===== config.mk =====
export PLATFORM = sky130hd
export DESIGN_NAME = swam_res_fifo
export DESIGN_NICKNAME = d
export VERILOG_FILES = /design/src/hdl/sliding_window_anagram_matcher_top_macros.svh /design/src/hdl/swam_pkg.sv /design/src/hdl/swam_res_fifo.sv
export SDC_FILE = /design/constraint.sdc
export NUM_CORES = 1
export LEC_CHECK = 0
export ABC_AREA = 1
export BUFFER_PORTS_ARGS = -buffer_cell sky130_fd_sc_hd__clkbuf_2
export CAP_MARGIN = 5
export CORE_UTILIZATION = 38
export DETAILED_ROUTE_END_ITERATION = 7
export GPL_TIMING_DRIVEN = 1
export PLACE_DENSITY = 0.54
export SLEW_MARGIN = 0
export SYNTH_ARGS = -nofsm -noshare
export SYNTH_HDL_FRONTEND = slang
export SYNTH_SLANG_ARGS = --single-unit

===== constraint.sdc =====
create_clock -name i_clk -period 4.1 [get_ports i_clk]
set_input_delay 1.23 -clock i_clk [delete_from_list [all_inputs] [get_ports i_clk]]
set_output_delay 1.23 -clock i_clk [all_outputs]
set_load 0.02 [all_outputs]

===== src/hdl/sliding_window_anagram_matcher_top_macros.svh =====
// ----------------------------------------------------------------------------
// Assertion macros for the anagram matcher
// Concurrent checks sampled on the rising clock edge, held off during reset.
// ----------------------------------------------------------------------------
`ifndef SLIDING_WINDOW_ANAGRAM_MATCHER_TOP_MACROS_SVH
`define SLIDING_WINDOW_ANAGRAM_MATCHER_TOP_MACROS_SVH

// Condition must hold at every edge out of reset.
`define SWAM_ASSERT_ALWAYS(label, clk, rst_n, cond, msg) \
    label: assert property (@(posedge clk) disable iff (!rst_n) (cond)) \
        else $error(msg);

// Consequent must hold in the same cycle as the antecedent.
`define SWAM_ASSERT_IMPLY(label, clk, rst_n, ante, cons, msg) \
    label: assert property (@(posedge clk) disable iff (!rst_n) (ante) |-> (cons)) \
        else $error(msg);

`endif


===== src/hdl/swam_pkg.sv =====
// ----------------------------------------------------------------------------
// swam_pkg
// Shared types and constants of the sliding window anagram matcher.
// ----------------------------------------------------------------------------
package swam_pkg;

    localparam int NUM_LETTERS = 26;
    localparam int LETTER_W    = 5;
    localparam int REQ_W       = 2;
    localparam int START_W     = 16;

    localparam int              MAX_PATTERN_DEF = 1024;
    localparam longint unsigned MAX_TEXT_DEF    = 64'd65536;

    // result queue depth, power of two
    localparam int RES_DEPTH = 4;

    localparam logic [REQ_W-1:0] REQ_CLEAR   = 2'd0;
    localparam logic [REQ_W-1:0] REQ_PATTERN = 2'd1;
    localparam logic [REQ_W-1:0] REQ_TEXT    = 2'd2;

    typedef enum logic [2:0] {
        OP_NONE  = 3'd0,
        OP_CLEAR = 3'd1,
        OP_PAT   = 3'd2,
        OP_OVF   = 3'd3,
        OP_TEXT  = 3'd4
    } t_op;

    typedef struct packed {
        t_op                 op;
        logic [LETTER_W-1:0] code;
        logic                full;   // a letter leaves the window
        logic                cand;   // window is complete after this letter
        logic [START_W-1:0]  start;
    } t_stage;

    typedef struct packed {
        logic               match;
        logic [START_W-1:0] start_index;
        logic               pattern_overflow;
    } t_result;

endpackage


===== src/hdl/swam_res_fifo.sv =====
// ----------------------------------------------------------------------------
// swam_res_fifo
// Small result queue in flops; the head word drives the output port.
// ----------------------------------------------------------------------------
module swam_res_fifo #(
    parameter int  DEPTH = swam_pkg::RES_DEPTH,
    localparam int AW    = $clog2(DEPTH),
    localparam int CNTW  = $clog2(DEPTH + 1)
) (
    input  logic              i_clk,
    input  logic              i_rst_n,
    input  logic              i_push,
    input  swam_pkg::t_result i_data,
    input  logic              i_pop,
    output logic              o_valid,
    output swam_pkg::t_result o_data,
    output logic [CNTW-1:0]   o_count
);

    swam_pkg::t_result r_buf [DEPTH];
    logic [AW-1:0]     r_wptr, n_wptr;
    logic [AW-1:0]     r_rptr, n_rptr;
    logic [CNTW-1:0]   r_count, n_count;
    logic              pop;

    assign o_valid = (r_count != '0);
    assign pop     = o_valid && i_pop;
    assign o_data  = r_buf[r_rptr];
    assign o_count = r_count;

    always_comb begin
        n_wptr  = i_push ? r_wptr + 1'b1 : r_wptr;
        n_rptr  = pop ? r_rptr + 1'b1 : r_rptr;
        n_count = r_count + CNTW'(i_push) - CNTW'(pop);
    end

    always_ff @(posedge i_clk) begin
        if (!i_rst_n) begin
            r_wptr  <= '0;
            r_rptr  <= '0;
            r_count <= '0;
        end else begin
            r_wptr  <= n_wptr;
            r_rptr  <= n_rptr;
            r_count <= n_count;
        end
    end

    always_ff @(posedge i_clk) begin
        if (i_push) begin
            r_buf[r_wptr] <= i_data;
        end
    end

endmodule


### Word-level counts from Yosys, hierarchy flattened

Memory sizes are Yosys's and may differ from the RTL's. A register that Yosys moved wholly into a read port is not among the register bits.
Cells that the tools add are included.

| storage, ports and cells | value |
|---|---|
| flip-flop bits (word level) | 7 |
| input port bits | 22 |
| output and inout port bits | 22 |
| memories | 1 |
| memory bits (writable) | 72 |

Memories:

| name | depth | bits a word | rd ports | clocked after memory_dff | write ports | line | text |
|---|---|---|---|---|---|---|---|
| r_buf | 4 | 18 | 1 | 1 | 1 | swam_res_fifo.sv:20 | `swam_pkg::t_result r_buf [DEPTH];` |

| cells by class | value |
|---|---|
| add/subtract/negate cells | 4 |
| reductions and logical operators | 2 |
| mux-type cells | 4 |

Operators by type and width:

| cell | count |
|---|---|
| adder 2 x 1 -> 2 bit (second input constant) | 2 |
| 2-to-1 mux 2 bit | 2 |
| adder 3 x 1 -> 3 bit | 1 |
| nonzero test 3 bit | 1 |
| subtractor 3 x 1 -> 3 bit | 1 |
| 2-to-1 mux 1 bit | 2 |
| logical AND 1 bit | 1 |

### Longest topological paths before layout

| depth | value |
|---|---|
| depth in word-level cells | 4 |
| mapped depth | 9 |
| mapped depth without buffers | 9 |

### Worst setup path after synthesis

No wires, ideal clock.

| timing path | value |
|---|---|
| path kind | input to register |
| start point | input port i_pop |
| end point | register r_count[2], in the netlist o_count[2] |
| stages | 7 |
| slack | 1,639 ps |
| setup time | 115 ps |
| arrival | 2,346 ps |
| cell sequence | a21boi_0 > ha_1 > inv_1 > ha_1 > fa_1 > a21oi_1 > nor2_1 |

| between the ends | value |
|---|---|
| word-level cells in the longest chain between the ends | 2 |

RTL lines:

| element | line | text |
|---|---|---|
| from (decl) | swam_res_fifo.sv:14 | `input logic i_pop,` |
| logical AND 1 bit | swam_res_fifo.sv:27 | `assign pop = o_valid && i_pop;` |
| subtractor 3 x 1 -> 3 bit | swam_res_fifo.sv:34 | `n_count = r_count + CNTW'(i_push) - CNTW'(pop);` |
| to (signal assigned) | swam_res_fifo.sv:45 | `r_count <= n_count;` |
| to (decl) | swam_res_fifo.sv:23 | `logic [CNTW-1:0] r_count, n_count;` |

No other way between the ends.
A chain may end at the register's enable or synchronous reset.

==> results.toml <==
[run_status]
status = "finished clean"

[power_and_ir_drop]
total_leakage_power_nw = 1.37
power-per-cell-area_nw_per_um2 = 588
vdd_drop_max_mv = 0.340
sequentialPowerShare_pct = 46.2
pwr-share-comb_pct = 24.9
switching_share_pct = 31.4
power.share.clock_pct = 28.9
p_sw_w = 0.000672
finalPower_w = 0.00214
p_int_w = 0.00147

[routing]
route.detailed.drc = 0
ant_nets = 0
wl_um = 5880
dr.first_iter.drc_count = 89
vias_per_cell = 4.86
routedWlPerCell_um = 15.1
via_count = 1884
drtPass1Iterations = 4

[flow_run]
maxCapViolations = 0

[die]
die_area_um2 = 8690
die_w_um = 93.2
num_io_pins = 44
die_h_um = 93.2
rows = 32
initial_core_util_pct = 40.1
coreArea_um2 = 7890

[clock_tree]
insertion_delay_ns = 0.35
clk_path_buf_depth = 2
cts.sink_count = 81
cts_tree = "done"
clk_pin_slew_ns = 0.08
cts_hold_buffers = 0
post_cts_buffers = 0
cts-htree-levels = 3
cts-buffers-inserted = 9
cts_resized = 0
root_buffer = "clkbuf_8"

[placed_design]
numPortBuffers = 43
dp.final_hpwl_um = 3660
gp_congestion = 0.750

[yosys]
yosys.cell_types.count = 17
syn_nets = 263
synth_edf_count = 72
synthArstFlopShare_pct = 0
synth_area_um2 = 3160
ys_seq_area_share_pct = 74.1
synth.most_common_cell = "edfxtp_1"
syn_inst = 234
ys_seq_elements = 81
synth_top_area_cell = "edfxtp_1"
synth_warnings = 0
synthTopCellsByArea = "edfxtp_1, dfxtp_1, nor2_1, o21ai_0, o22ai_1"
synthTopCellsByCount = "edfxtp_1, nor2_1, o21ai_0"
syn_avg_cell_area_um2 = 13.5
netlist.area_leader.share_pct = 68.4
synth_ff_type = "edfxtp_1"

[sta]
worst_pin_slew_ns = 0.878
hold_violations = 0
layout_min_cycle_time_ns = 3.03
fin_crit_sh_pct = 73.9
hold_ws_ns = 0.502
fin_skew_ns = 0.00906
finalSetupViolCount = 0
clock.fmax_mhz = 330
maxSlewViolCount = 0
rsz0062_at_grt = "no"
setup_total_negative_slack_ns = 0
slew_headroom_pct = 41.4

[grt]
grt_pass1_vias = 1882
overflow = 0
antenna_found_initial = 0
grt_use_total_pct = 14.9
grt_pass1_wl_um = 9280
grt_max_degree = 37

[final_layout]
nets = 310
drive_gt1_share_pct = 21.7
fill_cells = 708
n_antenna_cell = 0
area_growth_pct = 15.0

[hold_path]
worstHoldPathType = "register to register"

[setup_path]
criticalPathCategory = "register to output pin"
cp.required_ns = 2.87
crit_arrival_ns = 1.80
rrSetupSlack_ns = 2.35
cp-start-kind = "register"
cp-end-kind = "output pin"
critPathMaxFanout = 18
==> sequential cells by signal, indices dropped and copies added, names as in the netlist, named ones only <==
register / count
o_count: 3
r_buf: 72
r_rptr: 2
r_wptr: 2
==> layout make-up <==
cell class	count	area [µm²]	area share [%]
clock buffers	11	131	3.61
clock inverters	5	80.1	2.20
inverters	17	72.6	1.99
multi-input cells	126	647	17.8
flip-flops and latches	81	2340	64.4
well taps	102	128	3.51
repair buffers	46	238	6.53
==> final timing paths <==
check                   from          to  cells past startpoint
setup / recovery    register   o_data[0]                      5
hold / removal     r_rptr[0]   r_rptr[0]                      2
setup reg to reg  o_count[1]  o_count[2]                      8
hold reg to reg    r_rptr[0]   r_rptr[0]                      2
==> worst max-delay path, stage by stage (launching register included) <==
cell	delay [ns]
dfxtp_1	0.52
buf_4	0.24
clkinv_2	0.26
o21ai_0	0.17
o22ai_1	0.09
clkbuf_2	0.16
==> power groups by stage <==
stage	clock network (W)	registers, W	logic [W]
after floorplan	0	0.00100	0.000406
after global placement	0	0.00101	0.000537
after detailed placement	0	0.00101	0.000544
after CTS	0.000631	0.000989	0.000545
after global routing	0.000659	0.000995	0.000600
final	0.000619	0.000988	0.000533
==> per-layer routing <==
| metal | wire length, µm | global-route usage (%) | part of all wire, % | vias to the layer above |
|---|---|---|---|---|
| li1 | - | - | - | 932 |
| met1 | 2660 | 18.0 | 45 | 913 |
| met2 | 2860 | 24.0 | 49 | 29 |
| met3 | 211 | 3.74 | 3.6 | 10 |
| met4 | 140 | 9.36 | 2.4 | 0 |
| met5 | 0 | 0 | 0 | - |
==> layout by cell type (no fill, tap or decap) <==
cell,instances
clkbuf_8,9
a21oi_1,5
edfxtp_1,72
buf_4,3
nand3_1,2
inv_1,15
nand2_1,14
inv_8,1
clkbuf_1,2
fa_1,1
clkbuf_2,43
dfxtp_1,9
clkinvlp_4,2
bufinv_16,2
o21ai_1,15
nor2_1,41
o22ai_1,18
clkinv_2,2
ha_1,6
a21boi_0,1
o21ai_0,23
==> logic make-up (layout without fill, tap and decap cells) <==
kind of cell	Yosys count	count (layout)	share of synthesized area, %
compound gates	62	62	10.6
buf+inv	27	79	5.50
fa+ha+maj	7	7	3.01
simple gates	57	57	6.84
flops	81	81	74.1
==> stage by stage <==
step	area (µm²)	setup slack (ns)	std cells	util, %
3_5_place_dp	3430	1.44	372	43.4
5_1_grt	3640	0.922	388	46.1
6_report	3640	1.07	388	46.1
2_1_floorplan	3160	1.64	234	-
4_1_cts	3640	1.05	388	46.1
3_3_place_gp	3430	1.47	372	43.4
Note: power is estimated with default switching activity, not from simulation.
