===== config.mk =====
export PLATFORM = sky130hd
export DESIGN_NAME = swam_ram
export DESIGN_NICKNAME = d
export VERILOG_FILES = /design/src/hdl/sliding_window_anagram_matcher_top_macros.svh /design/src/hdl/swam_ram.sv
export SDC_FILE = /design/constraint.sdc
export NUM_CORES = 1
export LEC_CHECK = 0
export BUFFER_PORTS_ARGS = -buffer_cell sky130_fd_sc_hd__buf_2
export CAP_MARGIN = 20
export CELL_PAD_IN_SITES_DETAIL_PLACEMENT = 0
export CELL_PAD_IN_SITES_GLOBAL_PLACEMENT = 1
export CORE_MARGIN = 1
export CORE_UTILIZATION = 49
export CTS_BUF_LIST = sky130_fd_sc_hd__clkbuf_16
export DETAILED_ROUTE_END_ITERATION = 10
export GPL_TIMING_DRIVEN = 0
export PLACE_DENSITY = 0.84
export SLEW_MARGIN = 20
export SYNTH_ARGS = -nofsm -noshare
export SYNTH_HDL_FRONTEND = slang
export SYNTH_SLANG_ARGS = --single-unit

===== constraint.sdc =====
create_clock -name i_clk -period 2.3 [get_ports i_clk]
set_input_delay 0.46 -clock i_clk [delete_from_list [all_inputs] [get_ports i_clk]]
set_output_delay 0.46 -clock i_clk [all_outputs]
set_load 0.005 [all_outputs]

===== src/hdl/sliding_window_anagram_matcher_top_macros.svh =====
// ----------------------------------------------------------------------------
// Assertion macros for the anagram matcher
// Concurrent checks sampled on the rising clock edge, held off during reset.
// ----------------------------------------------------------------------------
`ifndef SLIDING_WINDOW_ANAGRAM_MATCHER_TOP_MACROS_SVH
`define SLIDING_WINDOW_ANAGRAM_MATCHER_TOP_MACROS_SVH

// Condition must hold at every edge out of reset.
`define SWAM_ASSERT_ALWAYS(label, clk, rst_n, cond, msg) \
    label: assert property (@(posedge clk) disable iff (!rst_n) (cond)) \
        else $error(msg);

// Consequent must hold in the same cycle as the antecedent.
`define SWAM_ASSERT_IMPLY(label, clk, rst_n, ante, cons, msg) \
    label: assert property (@(posedge clk) disable iff (!rst_n) (ante) |-> (cons)) \
        else $error(msg);

`endif


===== src/hdl/swam_ram.sv =====
// ----------------------------------------------------------------------------
// swam_ram
// Generic RAM: one write port, N_RD registered read ports, read-first.
// ----------------------------------------------------------------------------
module swam_ram #(
    parameter int  WIDTH = 8,
    parameter int  DEPTH = 32,
    parameter int  N_RD  = 1,
    localparam int AW    = (DEPTH > 1) ? $clog2(DEPTH) : 1
) (
    input  logic             i_clk,
    input  logic             i_we,
    input  logic [AW-1:0]    i_waddr,
    input  logic [WIDTH-1:0] i_wdata,
    input  logic [AW-1:0]    i_raddr [N_RD],
    output logic [WIDTH-1:0] o_rdata [N_RD]
);

    logic [WIDTH-1:0] r_mem   [DEPTH];
    logic [WIDTH-1:0] r_rdata [N_RD];

    always_ff @(posedge i_clk) begin
        if (i_we) begin
            r_mem[i_waddr] <= i_wdata;
        end
        for (int r = 0; r < N_RD; r++) begin
            r_rdata[r] <= r_mem[i_raddr[r]];
        end
    end

    assign o_rdata = r_rdata;

endmodule


# --- Yosys cells after proc, flatten, opt, wreduce, memory -nomap -nowiden ---
# Memories as Yosys holds them, arrays and structs flattened. A register that Yosys moved wholly into a read port is not among the register bits.
# Index checks and enable logic that the tools add are counted.
word_totals:
  ff_bits: 0
  mem_bits_rw: 256
  word_cells: 3
  memories: 1
classes:
  muxes: 2
memory_table:
  columns: ["name", "depth", "width", "rd", "rd_ports_with_merged_regs", "write_ports", "line", "text"]
  rows:
  - ["r_mem", 32, 8, 1, 1, 1, "swam_ram.sv:19", "logic [WIDTH-1:0] r_mem [DEPTH];"]
ops:
  columns: ["cell", "n"]
  rows:
  - ["2-to-1 mux 1 bit", 2]

# --- Longest topological paths before layout ---
# Gate-level depths: netlist (run 1).
logic_depth:
  ltp_word: 2
  mapped_depth: 5
  ltp_nobuf: 3

# --- Worst setup path before layout (run 1) ---
# No wires, ideal clock.
synth_path:
  path_kind: "input to register"
  from: "in i_raddr[2] (netlist name)"
  to: "reg r_rdata (netlist bit o_rdata[0]), read port of r_mem"
  setup_time_ns: 0.121
  t_arrival_ns: 2.142
  required_time_ns: 2.179
  path_slack_ns: 0.038
  cell_stages: 5
  n_path_buf: 2
  path_cell_list: "clkbuf_1 > clkbuf_1 > mux4_2 > mux4_2 > mux2_2"
synth_rtl:
  columns: ["element", "line", "text"]
  rows:
  - ["start, declared", "swam_ram.sv:15", "input logic [AW-1:0] i_raddr [N_RD],"]
  - ["end, declared", "swam_ram.sv:20", "logic [WIDTH-1:0] r_rdata [N_RD];"]

==> impl_results.md, run 1 <==
* Run status: finished, final reports clean
* First element of the critical path: i_raddr[2]
* Total grt overflow at 0
* H-tree level count at 1
* Total number of yosys warnings at 0
* Placed cell areas at approximately 0.011 mm²
* Library cell occupying the most area in the post-synthesis netlist: sky130_fd_sc_hd__edfxtp_1
* Adder-cell share of the synthesized area at 0%
* Nets at 487
* Combinational family with the most area after synthesis: multiplexers
* CTS sink count at 264
* CP max FO at 10
* Yosys cell types at 15
* Layout cell share with drive strength beyond 1 at 32.72%
* DRC violation count after routing at 0
* Fmax at about 470 MHz
* Clock buffer count from CTS at 26
* Sum Neg Setup Slack at 0 ns
* Number of stages on the worst setup path at 5
* Mux contribution to synthesized area at 18.82%
* Total routed wirelength at 19390 µm
* Post-DR vias/cell at roughly 6
* Setup WS post-layout at ~0.17 ns
* Number of cell rows at 52
* Initial antenna violation count at 0
* Area share of the largest cell type after synthesis at 76.47%
* Buffers from clock root to sink, at most at 3
* Commonest non-fill, non-tap cell in the layout: sky130_fd_sc_hd__edfxtp_1
* Buffering stage count on the worst path with inverters included at 2
* # IOs at 28
* Average footprint of a synthesized cell at 24.11 µm²
* Full die area at 0.02109 mm²
* Highest Signal Layer: met4
* TritonCTS clock tree: built
* Detailed route wirelength on metal3 at between 1500 and 2000 µm
* Worst-path cell with the longest stage delay: sky130_fd_sc_hd__mux4_2
* Placeable core region at 0.02017 mm²
* Met2 Wirelength at approximately 9500 µm
* DPL Wire Length at 12480 µm
* Top cells by area in the synthesized netlist: sky130_fd_sc_hd__edfxtp_1 76%, sky130_fd_sc_hd__mux4_2 18%, sky130_fd_sc_hd__dfxtp_1 1.6%, sky130_fd_sc_hd__nor2_1 1.2%, sky130_fd_sc_hd__mux2_2 0.90%
* Max-capacitance violation count at 0
* Xor/xnor cell area share of the yosys netlist at 0%
* Width of the chip at 145.2 µm
* Unrepaired setup endpoints after global routing: no
* Worst hold path depth at 1
* Detail Route Antenna Nets at 0
* Worst min-delay path startpoint: i_wdata[6]
* Most used cells in the layout excluding fill and tap cells: 256 x sky130_fd_sc_hd__edfxtp_1, 80 x sky130_fd_sc_hd__mux4_2, 33 x sky130_fd_sc_hd__nor2_1
* CP Capture Type: flop
* Post-layout min period at roughly 2.1 ns
* Cell Count, Final, Fillers Out at 756
* Max Slew Vio Count at 0
* Synth Area in Simple Gates at 2.066%
* Post-route fraction of the period consumed by the critical path at 92.72%
* Insertion delay of the later-clocked pin in the worst-skew pair at 0.52 ns
* Arrival time worst endpoint at roughly 2.5 ns
* Wire length of the first global-routing pass at a little under 30000 µm
* Synth-to-layout area growth at 12.50%
* Worst Tran Pin Value at 0.8786 ns
* Initial core utilization at 49.84%
* Ant. Diodes at 0
* Areal power density over the cells at approximately 870 mW/mm²
* Maximum number of pins on one net before global-route repair at 33
* Clock transition time at the flip-flop clock pins of the worst setup and hold paths at 0.06 ns
* Relative slew margins at 41.43%
* Cell count of the worst reg-to-reg path at 3
* Post-Syn Nets at between 400 and 500
* Static power due to leakage at between 0.003 and 0.004 µW
* VDD IR-drop max at 490.7 µV
* GRT Util Overall at 19.16%
* Share of the synthesized area in compound gates (AO/OA/AOI/OAI) at 0%
* Vias after detailed routing at 4519
* Design Power at 9787 µW
* Register bit count reported by yosys at between 200 and 300
* Initial detailed-routing violation count at roughly 570
* Count of input and output buffers at 22
* Final Cell Area at between 0.01 and 0.015 mm²
* RR Startpoint: r_mem[22][1]
* Routed length on met1 at 7794 µm
* Hold violation total from the final report at 0
* Worst clock skew at 0.01408 ns
* Final count of negative-setup-slack endpoints at 0
* Crit path cell chain: clkbuf_1, buf_2, mux4_2, mux4_2, mux2_2
* Max stage delay on crit path at roughly 0.5 ns
* WL per Instance at roughly 26 µm
* Cell area after synthesis at 0.01005 mm²
* Root buffer cell: sky130_fd_sc_hd__clkbuf_16
* Cell family with the largest share of critical-path delay: multiplexers
* Register area share after synthesis at 78.06%
* Number of cells in the design after placement at 709
* Start-to-end type of the worst setup path: in2reg
* Startpoint types: input port
* Data required time of the critical path at 2.70 ns
* Buffer count from post-CTS setup fixing at 0
* Pre-antenna DRT Iters at 5
* Worst min-delay path category: in2reg
* Die outline height at 145.2 µm
* Gp weighted congestion at between 0.7 and 0.8
* Pre-CTS worst setup slack at -0.6292 ns
* Critical Path Most Common Cell: sky130_fd_sc_hd__mux4_2
* Cell count after synthesis at 417
* Vias in the first global route at 4601
-- per-layer routing --
layer	global-route usage [%]	vias up
li1	-	1880
met1	27.44	2387
met2	30.41	223
met3	3.931	29
met4	4.947	0
met5	0	-
-- worst reg2reg max path: stages (launching register included) --
cell and delay [ns]:
sky130_fd_sc_hd__edfxtp_1 0.39, sky130_fd_sc_hd__mux4_2 0.52, sky130_fd_sc_hd__mux4_2 0.51, sky130_fd_sc_hd__mux2_2 0.29
-- through the flow --
step,hold WS [ns],util (%)
2_1_floorplan,0.5589,-
3_5_place_dp,0.8374,52.07
4_1_cts,0.4587,56.06
6_report,0.4627,56.07
3_3_place_gp,0.8432,52.07
5_1_grt,0.4623,56.07
-- final timing paths --
path	to	slack [ns]
worst max-delay path	o_rdata[1]	0.17
worst min-delay path	r_mem[17][6]	0.46
worst max register to register	o_rdata[1]	0.46
worst min register to register	o_rdata[0]	0.91
-- registers in the layout, indices dropped and copies added, names as in the netlist --
| name | flops |
|---|---|
| r_mem | 256 |
| o_rdata | 8 |
-- where the power goes --
group          switching [µW]  internal, µW  leakage [µW]
clock                    1650          2270      0.000421
combinational             278           218      0.000750
sequential               19.3          5350       0.00237
total                    1950          7840       0.00354
-- synthesized netlist by cell type --
master and count:
sky130_fd_sc_hd__buf_1 6, sky130_fd_sc_hd__buf_2 1, sky130_fd_sc_hd__buf_4 6, sky130_fd_sc_hd__buf_6 1, sky130_fd_sc_hd__clkbuf_1 6, sky130_fd_sc_hd__dfxtp_1 8, sky130_fd_sc_hd__edfxtp_1 256, sky130_fd_sc_hd__mux2_2 8
sky130_fd_sc_hd__mux4_2 80, sky130_fd_sc_hd__nand2_1 1, sky130_fd_sc_hd__nand3_1 2, sky130_fd_sc_hd__nand3b_1 5, sky130_fd_sc_hd__nor2_1 33, sky130_fd_sc_hd__or3_1 1, sky130_fd_sc_hd__or3b_2 3
-- cell type report --
type	instances	area, µm²
Multi-Input combinational cell	133	2100
Clock buffer	26	650.6
Clock inverter	21	150.1
Buffer	20	113.9
Fill cell	1439	8860
Timing Repair Buffer	22	110.1
Sequential cell	264	7848
Tap cell	270	337.8
-- kinds of logic (layout without fill, tap and decap cells) --
logic type / Yosys count / in the layout
flip-flops: 264 / 264
buffers and inverters: 20 / 89
multiplexers: 88 / 88
AND/OR/NAND/NOR: 45 / 45
-- repair_timing --
| item | in CTS | in global routing |
|---|---|---|
| pin swaps | 0 | 0 |
| setup endpoints to repair | 8 | 7 |
| hold buffers | 0 | 0 |
| endpoints found under the hold margin | 0 | 0 |
| resized for setup | 4 | 3 |
Note: power is estimated with default switching activity, not from simulation.
==> run 2, diff against run 1 <==
- MAX_ROUTING_LAYER: not set -> met4
==> impl_results.md, run 2 (synthesis gave the netlist of run 1 again) <==
* Vias in the first global route at 4584
* Vias after detailed routing at around 4500
* Worst min-delay path category: in2reg
* Worst-path cell with the longest stage delay: sky130_fd_sc_hd__mux4_2
* Gp weighted congestion at 0.7915
* Initial detailed-routing violation count at roughly 540
* Number of stages on the worst setup path at 5
* Wire length of the first global-routing pass at 29440 µm
* Clock buffer count from CTS at 26
* Layout cell share with drive strength beyond 1 at 32.72%
* Setup WS post-layout at 0.1369 ns
* Max Slew Vio Count at 0
* Synth-to-layout area growth at 12.50%
* Final count of negative-setup-slack endpoints at 0
* Full die area at 0.02109 mm²
* Number of cell rows at 52
* VDD IR-drop max at roughly 500 µV
* Die outline height at 145.2 µm
* Post-layout min period at 2.163 ns
* Worst Tran Pin Value at 0.8817 ns
* Buffering stage count on the worst path with inverters included at 2
* Placeable core region at 0.02017 mm²
* Worst clock skew at around 0.017 ns
* Unrepaired setup endpoints after global routing: no
* CP Capture Type: flop
* Initial core utilization at 49.84%
* Buffers from clock root to sink, at most at 3
* Ant. Diodes at 0
* Width of the chip at 145.2 µm
* Sum Neg Setup Slack at 0 ns
* Fmax at roughly 460 MHz
* # IOs at 28
* DPL Wire Length at about 12000 µm
* First element of the critical path: i_raddr[2]
* Insertion delay of the later-clocked pin in the worst-skew pair at 0.52 ns
* Pre-CTS worst setup slack at -0.6292 ns
* Most used cells in the layout excluding fill and tap cells: 256 x sky130_fd_sc_hd__edfxtp_1, 80 x sky130_fd_sc_hd__mux4_2, 33 x sky130_fd_sc_hd__nor2_1
* Run status: finished, final reports clean
* Post-route fraction of the period consumed by the critical path at 94.05%
* Flip-flop count of the largest register after layout at 256
* Post-DR vias/cell at 6.001
* Critical Path Most Common Cell: sky130_fd_sc_hd__mux4_2
* RR Startpoint: r_mem[22][1]
* Static power due to leakage at 0.003545 µW
* CTS sink count at 264
* Max-capacitance violation count at 0
* Cell count of the worst reg-to-reg path at 3
* TritonCTS clock tree: built
* Final worst hold slack at approximately 0.47 ns
* Count of hold-fix buffers inserted at cts at 0
* DRC violation count after routing at 0
* Hold violation total from the final report at 0
* Initial antenna violation count at 0
* Relative slew margins at 41.22%
* Count of input and output buffers at 22
* Start-to-end type of the worst setup path: in2reg
* Data required time of the critical path at 2.71 ns
* Design Power at 9793 µW
* Nets at 487
* GRT Util Overall at 19.77%
* Pre-antenna DRT Iters at 4
* Max stage delay on crit path at 0.52 ns
* Total routed wirelength at roughly 20000 µm
* Largest reg by FF count: r_mem
* Crit path cell chain: clkbuf_1, buf_2, mux4_2, mux4_2, mux2_2
* Commonest non-fill, non-tap cell in the layout: sky130_fd_sc_hd__edfxtp_1
* WL per Instance at 25.76 µm
* Maximum number of pins on one net before global-route repair at 33
* Startpoint types: input port
* Worst hold path depth at 1
* Clock transition time at the flip-flop clock pins of the worst setup and hold paths at 0.06 ns
* H-tree level count at 1
* Arrival time worst endpoint at 2.57 ns
* Detail Route Antenna Nets at 0
* Total grt overflow at 0
* Root buffer cell: sky130_fd_sc_hd__clkbuf_16
* Cell family with the largest share of critical-path delay: multiplexers
* CP max FO at 10
* Areal power density over the cells at 865.9 mW/mm²
* Worst min-delay path startpoint: i_wdata[6]
-- run 2: cell counts in the layout (fill, tap and decap cells not counted) --
No cell type changed its count.
-- run 2: path summary, 6_finish.rpt --
kind / end / slack [ns]
worst max-delay path: o_rdata[4] / 0.14
worst min-delay path: r_mem[17][6] / 0.47
worst min register to register: o_rdata[0] / 0.92
worst max register to register: o_rdata[1] / 0.47
-- run 2: routing by layer --
layer | vias up | track usage [%] | routed length, µm
met1 | 2413 | 27.51 | 7982
met2 | 210 | 30.63 | 9542
met3 | 34 | 3.711 | 1551
met5 | - | - | 0
met4 | 0 | 4.895 | 399
li1 | 1880 | - | -
-- run 2: cell type report --
class	count	area (µm²)
Fill cell	1439	8860
Sequential cell	264	7848
Multi-Input combinational cell	133	2100
Clock buffer	26	650.6
Tap cell	270	337.8
Clock inverter	21	150.1
Buffer	20	113.9
Timing Repair Buffer	22	110.1
-- run 2: worst register-to-register path, stage by stage (launching register included) --
cell and delay (ns):
sky130_fd_sc_hd__edfxtp_1 0.39, sky130_fd_sc_hd__mux4_2 0.52, sky130_fd_sc_hd__mux4_2 0.51, sky130_fd_sc_hd__mux2_2 0.29
-- run 2: what timing repair did --
item / CTS / global route
buffers inserted: 0 / 0
endpoints found under the setup margin: 8 / 7
resized for setup: 4 / 3
-- run 2: report_power, final --
group          internal, µW  switching, µW  total, µW
combinational           218            280        498
sequential             5350           19.3       5370
clock                  2270           1660       3930
total                  7840           1960       9790
-- run 2: per-stage QoR --
stage          instance area, µm²  util (%)  std cells
2_1_floorplan               10050         -        417
3_3_place_gp                10500     52.07        709
3_5_place_dp                10500     52.07        709
4_1_cts                     11310     56.06        756
5_1_grt                     11310     56.07        756
6_report                    11310     56.07        756
